===== src/rtl/core/rfcc_pkg.sv =====
// Shared types, character codes and CRC step function for the radio frame CRC checker.
package rfcc_pkg;

   localparam logic [7:0]  CHAR_DOLLAR = 8'h24;
   localparam logic [7:0]  CHAR_HASH   = 8'h23;
   localparam logic [7:0]  CHAR_STAR   = 8'h2A;
   localparam logic [7:0]  CHAR_COMMA  = 8'h2C;
   localparam logic [7:0]  CHAR_ZERO   = 8'h30;
   localparam logic [7:0]  CHAR_NINE   = 8'h39;

   localparam logic [15:0] CRC_POLY    = 16'h1021;
   localparam logic [2:0]  MAX_DIGITS  = 3'd5;

   localparam int          QUEUE_DEPTH = 2;

   typedef struct packed {
      logic [7:0] byte_val;
      logic       is_dollar;
      logic       is_hash;
      logic       is_star;
      logic       is_comma;
      logic       is_digit;
      logic [3:0] digit;
   } class_type;

   function automatic logic [15:0] crc_byte(input logic [15:0] crc, input logic [7:0] b);
      logic [15:0] c;
      c = crc ^ {b, 8'h00};
      for (int i = 0; i < 8; i++) begin
         if (c[15]) begin
            c = {c[14:0], 1'b0} ^ CRC_POLY;
         end else begin
            c = {c[14:0], 1'b0};
         end
      end
      return c;
   endfunction

endpackage


===== src/rtl/core/rfcc_front.sv =====
// Front end: accepts received bytes and classifies them for the frame engine.
module rfcc_front
   import rfcc_pkg::*;
(
   input  logic       req_valid,
   output logic       req_ready,
   input  logic [7:0] req_rx_byte,
   input  logic       queue_full,
   output logic       push,
   output class_type  push_data
);

   assign req_ready = !queue_full;
   assign push      = req_valid && !queue_full;

   always_comb begin
      push_data           = '0;
      push_data.byte_val  = req_rx_byte;
      push_data.is_dollar = (req_rx_byte == CHAR_DOLLAR);
      push_data.is_hash   = (req_rx_byte == CHAR_HASH);
      push_data.is_star   = (req_rx_byte == CHAR_STAR);
      push_data.is_comma  = (req_rx_byte == CHAR_COMMA);
      push_data.is_digit  = (req_rx_byte >= CHAR_ZERO) && (req_rx_byte <= CHAR_NINE);
      push_data.digit     = 4'(req_rx_byte - CHAR_ZERO);
   end

endmodule


===== src/rtl/core/rfcc_queue.sv =====
// Two-entry queue of classified bytes between front end and frame engine.
module rfcc_queue
   import rfcc_pkg::*;
(
   input  logic      clock,
   input  logic      reset,
   input  logic      push,
   input  class_type push_data,
   output logic      full,
   input  logic      pop,
   output logic      empty,
   output class_type head
);

   class_type   entry_ff [QUEUE_DEPTH];
   logic        wr_ptr_ff, wr_ptr_in;
   logic        rd_ptr_ff, rd_ptr_in;
   logic [1:0]  count_ff, count_in;

   assign full  = (count_ff == 2'(QUEUE_DEPTH));
   assign empty = (count_ff == 2'd0);
   assign head  = entry_ff[rd_ptr_ff];

   always_comb begin
      wr_ptr_in = push ? !wr_ptr_ff : wr_ptr_ff;
      rd_ptr_in = pop  ? !rd_ptr_ff : rd_ptr_ff;
      count_in  = count_ff;
      if (push && !pop) begin
         count_in = count_ff + 2'd1;
      end else if (pop && !push) begin
         count_in = count_ff - 2'd1;
      end
   end

   always_ff @(posedge clock) begin
      if (reset) begin
         wr_ptr_ff <= 1'b0;
         rd_ptr_ff <= 1'b0;
         count_ff  <= 2'd0;
      end else begin
         wr_ptr_ff <= wr_ptr_in;
         rd_ptr_ff <= rd_ptr_in;
         count_ff  <= count_in;
      end
   end

   always_ff @(posedge clock) begin
      if (push) begin
         entry_ff[wr_ptr_ff] <= push_data;
      end
   end

endmodule


===== src/rtl/core/rfcc_back.sv =====
// Frame engine: tracks frame state, runs the CRC and checks the decimal trailer.
module rfcc_back
   import rfcc_pkg::*;
(
   input  logic        clock,
   input  logic        reset,
   input  logic        queue_empty,
   input  class_type   head,
   output logic        pop,
   output logic        rsp_valid,
   input  logic        rsp_ready,
   output logic [7:0]  rsp_byte_out,
   output logic        rsp_in_frame,
   output logic        rsp_frame_end,
   output logic        rsp_frame_good,
   output logic [15:0] rsp_crc_value
);

   logic        frame_open_ff, frame_open_in;
   logic [1:0]  comma_count_ff, comma_count_in;
   logic [15:0] crc_ff, crc_in;
   logic [16:0] trailer_value_ff, trailer_value_in;
   logic [2:0]  digit_count_ff, digit_count_in;
   logic        star_seen_ff, star_seen_in;
   logic        trailer_bad_ff, trailer_bad_in;

   logic        rsp_valid_ff, rsp_valid_in;
   logic [7:0]  byte_out_ff;
   logic        in_frame_ff, in_frame_in;
   logic        frame_end_ff, frame_end_in;
   logic        frame_good_ff, frame_good_in;
   logic [15:0] crc_value_ff;
   logic [16:0] times_ten;

   assign pop            = !queue_empty && (!rsp_valid_ff || rsp_ready);
   assign rsp_valid      = rsp_valid_ff;
   assign rsp_byte_out   = byte_out_ff;
   assign rsp_in_frame   = in_frame_ff;
   assign rsp_frame_end  = frame_end_ff;
   assign rsp_frame_good = frame_good_ff;
   assign rsp_crc_value  = crc_value_ff;

   assign times_ten = {trailer_value_ff[13:0], 3'b000} + {trailer_value_ff[15:0], 1'b0};

   always_comb begin
      frame_open_in    = frame_open_ff;
      comma_count_in   = comma_count_ff;
      crc_in           = crc_ff;
      trailer_value_in = trailer_value_ff;
      digit_count_in   = digit_count_ff;
      star_seen_in     = star_seen_ff;
      trailer_bad_in   = trailer_bad_ff;
      in_frame_in      = 1'b0;
      frame_end_in     = 1'b0;
      frame_good_in    = 1'b0;
      rsp_valid_in     = rsp_ready ? 1'b0 : rsp_valid_ff;
      if (pop) begin
         rsp_valid_in = 1'b1;
         if (head.is_dollar) begin
            frame_open_in    = 1'b1;
            comma_count_in   = 2'd0;
            crc_in           = 16'h0000;
            trailer_value_in = '0;
            digit_count_in   = 3'd0;
            star_seen_in     = 1'b0;
            trailer_bad_in   = 1'b0;
            in_frame_in      = 1'b1;
         end else if (frame_open_ff) begin
            in_frame_in = 1'b1;
            priority if (head.is_hash) begin
               frame_end_in  = 1'b1;
               frame_good_in = (comma_count_ff == 2'd2) && star_seen_ff && !trailer_bad_ff &&
                               (digit_count_ff != 3'd0) &&
                               (trailer_value_ff == {1'b0, crc_ff});
               frame_open_in = 1'b0;
            end else if (comma_count_ff == 2'd0) begin
               if (head.is_comma) begin
                  comma_count_in = 2'd1;
               end
            end else if (comma_count_ff == 2'd1) begin
               if (head.is_comma) begin
                  comma_count_in = 2'd2;
               end else begin
                  crc_in = crc_byte(crc_ff, head.byte_val);
               end
            end else begin
               priority if (star_seen_ff) begin
                  trailer_bad_in = 1'b1;
               end else if (head.is_star) begin
                  if (digit_count_ff == 3'd0) begin
                     trailer_bad_in = 1'b1;
                  end
                  star_seen_in = 1'b1;
               end else if (head.is_digit) begin
                  if (digit_count_ff >= MAX_DIGITS) begin
                     trailer_bad_in = 1'b1;
                  end else begin
                     if ((digit_count_ff == 3'd1) && (trailer_value_ff == '0)) begin
                        trailer_bad_in = 1'b1;
                     end
                     trailer_value_in = times_ten + {13'd0, head.digit};
                     digit_count_in   = digit_count_ff + 3'd1;
                  end
               end else begin
                  trailer_bad_in = 1'b1;
               end
            end
         end
      end
   end

   always_ff @(posedge clock) begin
      if (reset) begin
         frame_open_ff    <= 1'b0;
         comma_count_ff   <= 2'd0;
         crc_ff           <= 16'h0000;
         trailer_value_ff <= '0;
         digit_count_ff   <= 3'd0;
         star_seen_ff     <= 1'b0;
         trailer_bad_ff   <= 1'b0;
         rsp_valid_ff     <= 1'b0;
      end else begin
         frame_open_ff    <= frame_open_in;
         comma_count_ff   <= comma_count_in;
         crc_ff           <= crc_in;
         trailer_value_ff <= trailer_value_in;
         digit_count_ff   <= digit_count_in;
         star_seen_ff     <= star_seen_in;
         trailer_bad_ff   <= trailer_bad_in;
         rsp_valid_ff     <= rsp_valid_in;
      end
   end

   always_ff @(posedge clock) begin
      if (pop) begin
         byte_out_ff   <= head.byte_val;
         in_frame_ff   <= in_frame_in;
         frame_end_ff  <= frame_end_in;
         frame_good_ff <= frame_good_in;
         crc_value_ff  <= crc_in;
      end
   end

endmodule


===== src/rtl/core/radio_frame_crc_checker_core.sv =====
// Top level of the radio frame CRC checker: front end, queue and frame engine.
// Usage:
//   The req_ channel takes one received byte per transaction (req_rx_byte).
//   The rsp_ channel returns exactly one transaction per byte, in order: the
//   byte itself, whether it belongs to a frame, whether it is the closing '#',
//   the frame verdict on that '#', and the CRC-16 after the byte.
//   A '$' opens a frame; the CRC runs over the bytes between the first and
//   second comma, and the decimal trailer before "*#" must equal it.
// Flow: a byte accepted on the req_ channel is written into the queue; the
//   frame engine pops it into the output register, which raises rsp_valid,
//   as soon as that register is empty or being taken (rsp_ready high).
// Throughput: one byte per cycle sustained while rsp_ready stays high; the
//   frame engine updates its state and the CRC for a whole byte at once.
// Reset: synchronous, active high; closes any frame, clears the CRC and
//   empties the queue and output register.
// Stall: while rsp_ready is low a valid output register holds; the two-entry
//   queue keeps taking bytes until it fills, then req_ready drops.
module radio_frame_crc_checker_core
   import rfcc_pkg::*;
(
   input  logic        clock,
   input  logic        reset,
   input  logic        req_valid,
   output logic        req_ready,
   input  logic [7:0]  req_rx_byte,
   output logic        rsp_valid,
   input  logic        rsp_ready,
   output logic [7:0]  rsp_byte_out,
   output logic        rsp_in_frame,
   output logic        rsp_frame_end,
   output logic        rsp_frame_good,
   output logic [15:0] rsp_crc_value
);

   logic      queue_full;
   logic      queue_empty;
   logic      push;
   logic      pop;
   class_type push_data;
   class_type head;

   rfcc_front u_front (
      .req_valid   (req_valid),
      .req_ready   (req_ready),
      .req_rx_byte (req_rx_byte),
      .queue_full  (queue_full),
      .push        (push),
      .push_data   (push_data)
   );

   rfcc_queue u_queue (
      .clock     (clock),
      .reset     (reset),
      .push      (push),
      .push_data (push_data),
      .full      (queue_full),
      .pop       (pop),
      .empty     (queue_empty),
      .head      (head)
   );

   rfcc_back u_back (
      .clock          (clock),
      .reset          (reset),
      .queue_empty    (queue_empty),
      .head           (head),
      .pop            (pop),
      .rsp_valid      (rsp_valid),
      .rsp_ready      (rsp_ready),
      .rsp_byte_out   (rsp_byte_out),
      .rsp_in_frame   (rsp_in_frame),
      .rsp_frame_end  (rsp_frame_end),
      .rsp_frame_good (rsp_frame_good),
      .rsp_crc_value  (rsp_crc_value)
   );

endmodule


===== config.mk =====
export PLATFORM = sky130hd
export DESIGN_NAME = radio_frame_crc_checker_core
export DESIGN_NICKNAME = d
export VERILOG_FILES = /design/src/rtl/core/rfcc_pkg.sv /design/src/rtl/core/rfcc_front.sv /design/src/rtl/core/rfcc_queue.sv /design/src/rtl/core/rfcc_back.sv /design/src/rtl/core/radio_frame_crc_checker_core.sv
export SDC_FILE = /design/constraint.sdc
export NUM_CORES = 1
export LEC_CHECK = 0
export BUFFER_PORTS_ARGS = -buffer_cell sky130_fd_sc_hd__buf_4
export CAP_MARGIN = 20
export CORE_ASPECT_RATIO = 1.75
export CORE_MARGIN = 1
export CORE_UTILIZATION = 55
export DETAILED_ROUTE_END_ITERATION = 10
export PLACE_DENSITY = 0.77
export SYNTH_ARGS = -nofsm -noshare
export SYNTH_HDL_FRONTEND = slang
export SYNTH_HIERARCHICAL = 1
export SYNTH_SLANG_ARGS = --single-unit

===== constraint.sdc =====
create_clock -name clock -period 3.1 [get_ports clock]
set_input_delay 0.31 -clock clock [delete_from_list [all_inputs] [get_ports clock]]
set_output_delay 0.31 -clock clock [all_outputs]
set_load 0.005 [all_outputs]

Word level (Yosys, flattened, before mapping):

Memory sizes are Yosys's and may differ from the RTL's. A register that Yosys moved wholly into a read port is not among the register bits.
Index checks and enable logic that the tools add are counted.

* reduce and logical (&&, ||, !) cells: 35
* mux-type cells: 120
* eq/ne operators: 19
* $add $sub $neg: 6
* bitwise operators: 11
* order comparisons: 3

Operators with widths (number)
* two-way mux 16 bit: 56
* two-way mux 17 bit: 9
* two-way mux 13 bit: 8
* equality test 8 x 6 -> 1 bit, second input constant: 4
* two-way mux 1 bit: 29
* two-way mux 3 bit: 9
* NOT 3 bit: 8
* two-way mux 2 bit: 9
* adder 17 bit: 1
* adder 17 x 4 -> 17 bit: 1
* equality test 17 x 16 -> 1 bit: 1
* logical NOT 17 bit: 1
* bitwise XOR 16 bit: 1
* logical AND 1 bit: 10
* AND reduction 9 bit: 1
* >= comparator 8 x 6 -> 1 bit, second input constant: 1
* <= comparator 8 x 6 -> 1 bit, second input constant: 1
* logical NOT 1 bit: 8
* != test 2 bit, second input constant: 4
* nonzero test 2 bit: 4
* AND reduction 7 bit: 1
* != test 3 bit, second input constant: 2
* != test 6 x 1 -> 1 bit, second input constant: 1
* AND reduction 6 bit: 1
* other kinds (18): 23

* word-level logic and storage cells: 211
* output and inout bits: 29
* memories: 1
* bits in registers: 73
* input bits: 12
* RAM bits: 34

Memories
* u_queue.entry_ff: depth 2, width 17, rd ports 1, clocked after memory_dff 1, write ports 1, line rfcc_queue.sv:15 `class_type entry_ff [QUEUE_DEPTH];`

Longest topological paths before layout:

Gate-level depths: netlist of the first run.

* depth after elaboration: 73
* depth in mapped cells: 13
* mapped depth without buffers: 11

By module:

Netlist of the first run, hierarchy kept.

By module, submodules not included
* rfcc_back: cells an instance 383, times used 1, sequential area each 1651.6 um2, area an instance 3836.2 um2
* rfcc_queue: cells an instance 75, times used 1, sequential area each 1121.1 um2, area an instance 1432.6 um2
* rfcc_front: cells an instance 25, times used 1, sequential area each 0.0 um2, area an instance 182.7 um2

Worst setup path after synthesis of the first run:

No wires, ideal clock.

* kind: register -> register
* from: reg with a tool-made name
* to: reg u_back.trailer_value_ff[10]
* setup time: 0.122 ns
* stages on the path, launching flop included: 14
* arrival time: 2.861 ns
* setup slack: 0.117 ns
* path buffers: 2
* clock period less this slack: 2.983 ns
* data required time: 2.978 ns
* path through: dfxtp_1 > buf_2 > buf_4 > mux2_2 > inv_1 > fa_1 > inv_1 > fa_1 > a21oi_1 > o21bai_1 > a2111oi_0 > nor3_1 > xnor2_1 > o21ai_0

RTL lines
* end signal, assigned: line rfcc_back.sv:126 `trailer_value_ff <= trailer_value_in;`
* end, declared: line rfcc_back.sv:22 `logic [16:0] trailer_value_ff, trailer_value_in;`

==> impl_metrics.ini, run 1 <==
[synthesis]
synth_cell_types = 63
yosysSeqAreaShare_pct = 50.9
avgSynthCellArea_um2 = 11.3
synth-main-ff-cell = edfxtp_1
yosys_warnings = 6
ys_seq_elements = 108
syn_nets = 529
synth_area_mm2 = 0.00545
async_flop_share_pct = 0
synth_edf_count = 61
synthCells = 483

[floorplan]
die_width_um = 77.3
core_area_mm2 = 0.00953
ioPinCount = 41
die_height_um = 134
initial_utilization_pct = 57.2
dieArea_mm2 = 0.0103
rows = 47

[timing]
slew_headroom_pct = 46.4
finalSetupViolCount = 0
hold_viol = 0
clock_skew_ns = 0.00682
final.period_utilization_pct = 93.7
rsz0062_at_grt = false
tightest_slew_ns = 0.798
fin_tns_setup_ns = 0
max_freq_ghz = 0.344
period_needed_ns = 2.90
slew_violations = 0

[worst_setup_path]
crit_chain = mux2_2 > inv_1 > fa_1 > inv_1 > fa_1 > a21oi_2 > o21bai_1 > a2111oi_1 > nor3_1 > xnor2_1 > o21ai_0
cp_max_fo = 4
cp_top_family = adder cells
path_buf_inv = 2
critical_path_required_ns = 3.37
startpoint_type = flop
critical_path_class = flop to flop
critPathSlowestCell = fa_1
end_kind = flop
cp_data_arrival_time_ns = 3.17
cpPeakStageDelay_ns = 0.53

[placed_design]
dp.cells = 628
place.gp.congestion = 0.884
place_hpwl_um = 8450
placed_area_mm2 = 0.00580
io_buffers = 40

[finish]
layout-drive-gt1-share_pct = 19.5
nNetsFinal = 563
design_area_mm2 = 0.00608
final_cells = 644
syn2layout_area_growth_pct = 11.6
antenna_cells = 0

[routing]
wl_per_cell_um = 17.3
drt_wl_total_um = 11100
drt-pass1-iter-count = 4
remaining_drc_errors = 0
final_antenna_net_count = 0
drt_iter0_drc = 225
viasPerCell = 5.79
vias = 3729

[cts]
cts_sinks = 108
htree_levels = 3
clockBufferDepth = 2
numCtsBuffers = 9
cts_tree = built
clkLatencyLatePin_ns = 0.35
cts_root_buf = clkbuf_16
clkTransAtPathRegs_ns = 0.07
post_cts_buffers = 0

[pwr]
p_leak_nw = 2.47
ir_drop_mv = 0.685
p_total_w = 0.00410
cellPowerDensity_mw_per_mm2 = 674

[grt]
grt_pass1_wl_um = 18400
grt_pass1_vias = 3856
grt_max_degree = 28
grt_use_total_pct = 23.4
antenna_found_initial = 0
grt_overflow = 0

[run]
cap_violations = 0

[outcome]
run_status = finished clean

[min_path]
min_path_type = input pin to flop
hold_start = req_rx_byte[7]
## power breakdown
group | internal (W) | total [W] | switching, W | leakage (nW)
Sequential | 0.00184 | 0.00193 | 0.0000910 | 0.965
Clock | 0.000552 | 0.00106 | 0.000512 | 0.129
Combinational | 0.000501 | 0.00111 | 0.000604 | 1.38
Total | 0.00289 | 0.00410 | 0.00121 | 2.47
## cell type report
type,instances,area (um2)
inverters,14,52.6
multi-input cells,338,2480
clock inverters,6,47.5
repair buffers,46,345
clock buffers,10,229
fillers,792,3440
well taps,122,153
flip-flops and latches,108,2770
## layer usage
layer / wire length, um / global-route usage [%] / vias to the layer above / part of all wire [%]
li1: - / - / 1781 / -
met1: 4080 / 24.3 / 1800 / 37
met2: 6140 / 43.5 / 106 / 55
met3: 384 / 3.42 / 42 / 3.4
met4: 536 / 14.0 / 0 / 4.8
met5: 0 / 0 / - / 0
## what timing repair did
action                     in CTS  in global routing
hold buffers                    0                  0
resized for setup               0                  2
setup endpoints to repair       0                  1
## cells in the mapped netlist (4+ instances only)
cell | n | area, um2
nor2b_1 | 4 | 25.0
nor2_1 | 71 | 267
and3_1 | 4 | 25.0
o21ai_0 | 11 | 55.1
o31ai_1 | 5 | 37.5
nand2_1 | 16 | 60.1
xor2_1 | 14 | 123
buf_4 | 15 | 113
nor3_1 | 8 | 40.0
ha_1 | 32 | 400
edfxtp_1 | 61 | 1830
buf_2 | 5 | 25.0
dfxtp_1 | 47 | 941
nand4_1 | 7 | 43.8
mux2_2 | 17 | 191
a21oi_1 | 26 | 130
a22oi_1 | 11 | 82.6
a21o_1 | 8 | 60.1
xnor2_1 | 39 | 342
inv_1 | 12 | 45.0
nand2b_1 | 5 | 31.3
## sequential cells by signal, indices dropped and copies added (netlist names), named ones only
| name | count |
|---|---|
| u_queue/rd_ptr_ff | 1 |
| u_back/rsp_frame_good | 1 |
| u_back/crc_ff | 16 |
| u_queue/wr_ptr_ff | 1 |
| u_back/rsp_frame_end | 1 |
| u_queue/entry_ff | 34 |
| u_back/digit_count_ff | 3 |
| u_back/trailer_bad_ff | 1 |
| u_back/rsp_byte_out | 8 |
| u_back/rsp_in_frame | 1 |
| u_back/comma_count_ff | 2 |
| u_back/frame_open_ff | 1 |
| u_queue/count_ff | 2 |
| u_back/rsp_valid | 1 |
| u_back/rsp_crc_value | 16 |
| u_back/trailer_value_ff | 17 |
| u_back/star_seen_ff | 1 |
## placed cells by master, fill, tap and decap left out, types with 4 or more instances in the layout
master / count
nor2_1: 71
o21ai_0: 11
and3_1: 4
xnor2_1: 39
ha_1: 32
a22oi_1: 11
nand4_1: 7
nand2b_1: 5
a21oi_1: 25
inv_1: 12
edfxtp_1: 61
mux2_2: 17
a21o_1: 8
nand2_1: 16
dfxtp_1: 47
nor3_1: 8
buf_4: 46
xor2_1: 14
o31ai_1: 5
nor2b_1: 4
clkbuf_16: 9
## kinds of logic after synthesis
family	after synthesis	share of synthesized area [%]
simple gates	152	15.0
flops	108	50.9
compound gates	77	9.18
xor+xnor	55	9.11
buf+inv	37	3.70
fa+ha+maj	34	8.08
mux	20	4.06
## stage by stage
step,utilization [%],worst slack [ns],hold slack (ns)
after detailed placement,60.9,0.170,0.499
final,63.8,0.197,0.162
after global routing,63.8,0.0228,0.159
after floorplan,-,0.117,0.379
after CTS,63.8,0.148,0.151
after global placement,60.9,0.297,0.479
## path summary, 6_finish.rpt
check                                 to  slack (ns)  cells past startpoint
max reg2reg  u_back/trailer_value_ff[10]        0.20                     11
max          u_back/trailer_value_ff[10]        0.20                     11
min reg2reg          u_queue/count_ff[1]        0.50                      2
min              u_queue/entry_ff[0][16]        0.16                      1
Note: power is estimated with default switching activity, not from simulation.
==> run 2: changes to the inputs <==
--- a/config.mk
+++ b/config.mk
@@ -8,7 +8,7 @@
 export BUFFER_PORTS_ARGS = -buffer_cell sky130_fd_sc_hd__buf_4
 export CAP_MARGIN = 20
 export CORE_ASPECT_RATIO = 1.75
-export CORE_MARGIN = 1
+export CORE_MARGIN = 4
 export CORE_UTILIZATION = 55
 export DETAILED_ROUTE_END_ITERATION = 10
 export PLACE_DENSITY = 0.77
==> run 2 against run 1 <==
  * Design area increased by 0.33%
  * Clock skew increased by 0.0028 ns
  * Total power grew 1.1%
  * Critical path type unchanged
  * Largest power group unchanged
==> impl_metrics.ini, run 2 (same netlist as run 1, synthesis figures left out) <==
[finish]
regMostFlops = u_queue/entry_ff
num-fill-cells = 756
nNetsFinal = 564
antenna_cells = 0
layout_common_cells = 71 x nor2_1, 61 x edfxtp_1, 47 x buf_4, 47 x dfxtp_1, 39 x xnor2_1
ff_latch_area_mm2 = 0.00277
largest_register_ffs = 34
final_core_util_pct = 63.7
final_common_cell = nor2_1
multi_input_area_mm2 = 0.00248
top_regs = u_queue/entry_ff: 34 flops, u_back/trailer_value_ff: 17 flops
syn2layout_area_growth_pct = 11.9
layout-drive-gt1-share_pct = 19.9

[placed_design]
io_buffers = 40
place_hpwl_um = 8580
pre_cts_slack_ns = 0.230
place.gp.congestion = 0.828

[routing]
final_antenna_net_count = 0
drt_iter0_drc = 232
viasPerCell = 5.71
wl_per_cell_um = 17.7
drt-pass1-iter-count = 6
remaining_drc_errors = 0
drt_wl_total_um = 11400
vias = 3684

[grt]
grt_use_total_pct = 20.2
grt_overflow = 0
grt_pass1_wl_um = 18600
grt_pass1_vias = 3800
antenna_found_initial = 0
grt_max_degree = 28

[worst_setup_path]
critPathSlowestCell = fa_1
cp_top_family = adder cells
crit_top_cell = ha_1
critical_path_required_ns = 3.37
cp_max_fo = 4
cpPeakStageDelay_ns = 0.41
path_buf_inv = 0
critical_path_class = flop to flop
crit_chain = mux2_2 > ha_1 > ha_1 > fa_1 > a21oi_1 > o21bai_1 > a2111oi_2 > nor3_1 > xnor2_1 > o21ai_0
cp_data_arrival_time_ns = 3.17
end_kind = flop
startpoint_type = flop

[cts]
holdBufCountCts = 0
post_cts_buffers = 0
clkLatencyLatePin_ns = 0.35
cts_sinks = 108
htree_levels = 3
clockBufferDepth = 2
cts_root_buf = clkbuf_16
cts_tree = built
numCtsBuffers = 9
clkTransAtPathRegs_ns = 0.07

[timing]
finalSetupViolCount = 0
slew_violations = 0
clock_skew_ns = 0.00961
hold_viol = 0
period_needed_ns = 2.90
slew_headroom_pct = 43.2
fin_hold_ws_ns = 0.162
fin_tns_setup_ns = 0
setup_ws_ns = 0.199
max_freq_ghz = 0.345
rsz0062_at_grt = false
tightest_slew_ns = 0.846
final.period_utilization_pct = 93.6

[floorplan]
die_height_um = 140
rows = 47
die_width_um = 83.3
core_area_mm2 = 0.00959
initial_utilization_pct = 56.9
dieArea_mm2 = 0.0116
ioPinCount = 41

[pwr]
cellPowerDensity_mw_per_mm2 = 679
p_leak_nw = 2.49
ir_drop_mv = 0.595

[min_path]
min_path_type = input pin to flop

[run]
cap_violations = 0

[outcome]
run_status = finished clean
-- run 2: changes by cell type in the layout (fill, tap and decap cells not counted), sizes merged --
cell      previous run  this run
buf                 46        47
clkbuf              10         9
clkinvlp             2         0
clkinv               2         5
-- run 2: layout make-up --
cell class | instances | share of cell area, %
multi-input cells | 338 | 40.7
well taps | 122 | 2.50
repair buffers | 47 | 5.78
flip-flops and latches | 108 | 45.4
clock inverters | 7 | 1.03
clock buffers | 9 | 3.69
inverters | 14 | 0.861
-- run 2: through the flow --
stage | total power [W] | cells | instance area [um2]
2_1_floorplan | 0.00263 | 483 | 5450
3_3_place_gp | 0.00304 | 629 | 5810
3_5_place_dp | 0.00308 | 629 | 5810
4_1_cts | 0.00417 | 645 | 6100
5_1_grt | 0.00435 | 645 | 6100
6_report | 0.00415 | 645 | 6100
-- run 2: worst paths after layout --
check,startpoint,end,slack (ns),cells past startpoint
min reg2reg,u_queue/count_ff[1],u_queue/count_ff[1],0.52,2
max reg2reg,flop,u_back/trailer_value_ff[10],0.20,10
min,req_rx_byte[4],u_queue/entry_ff[0][13],0.16,1
max,flop,u_back/trailer_value_ff[10],0.20,10
-- run 2: layer usage --
| metal | global-route usage, % | vias to the layer above | part of all wire, % |
|---|---|---|---|
| met5 | 0 | - | 0 |
| met2 | 37.9 | 85 | 56 |
| met4 | 10.1 | 0 | 3.3 |
| met1 | 21.2 | 1782 | 37 |
| li1 | - | 1787 | - |
| met3 | 3.73 | 30 | 3.4 |
-- run 2: what timing repair did --
action,4_1_cts,5_1_grt
setup endpoints to repair,0,1
gates resized for setup,0,2
hold endpoints to repair,0,0
-- run 2: where the power goes --
part	total (W)	switching, W	internal, W
clock	0.00110	0.000542	0.000560
combinational	0.00111	0.000608	0.000504
sequential	0.00193	0.0000909	0.00184
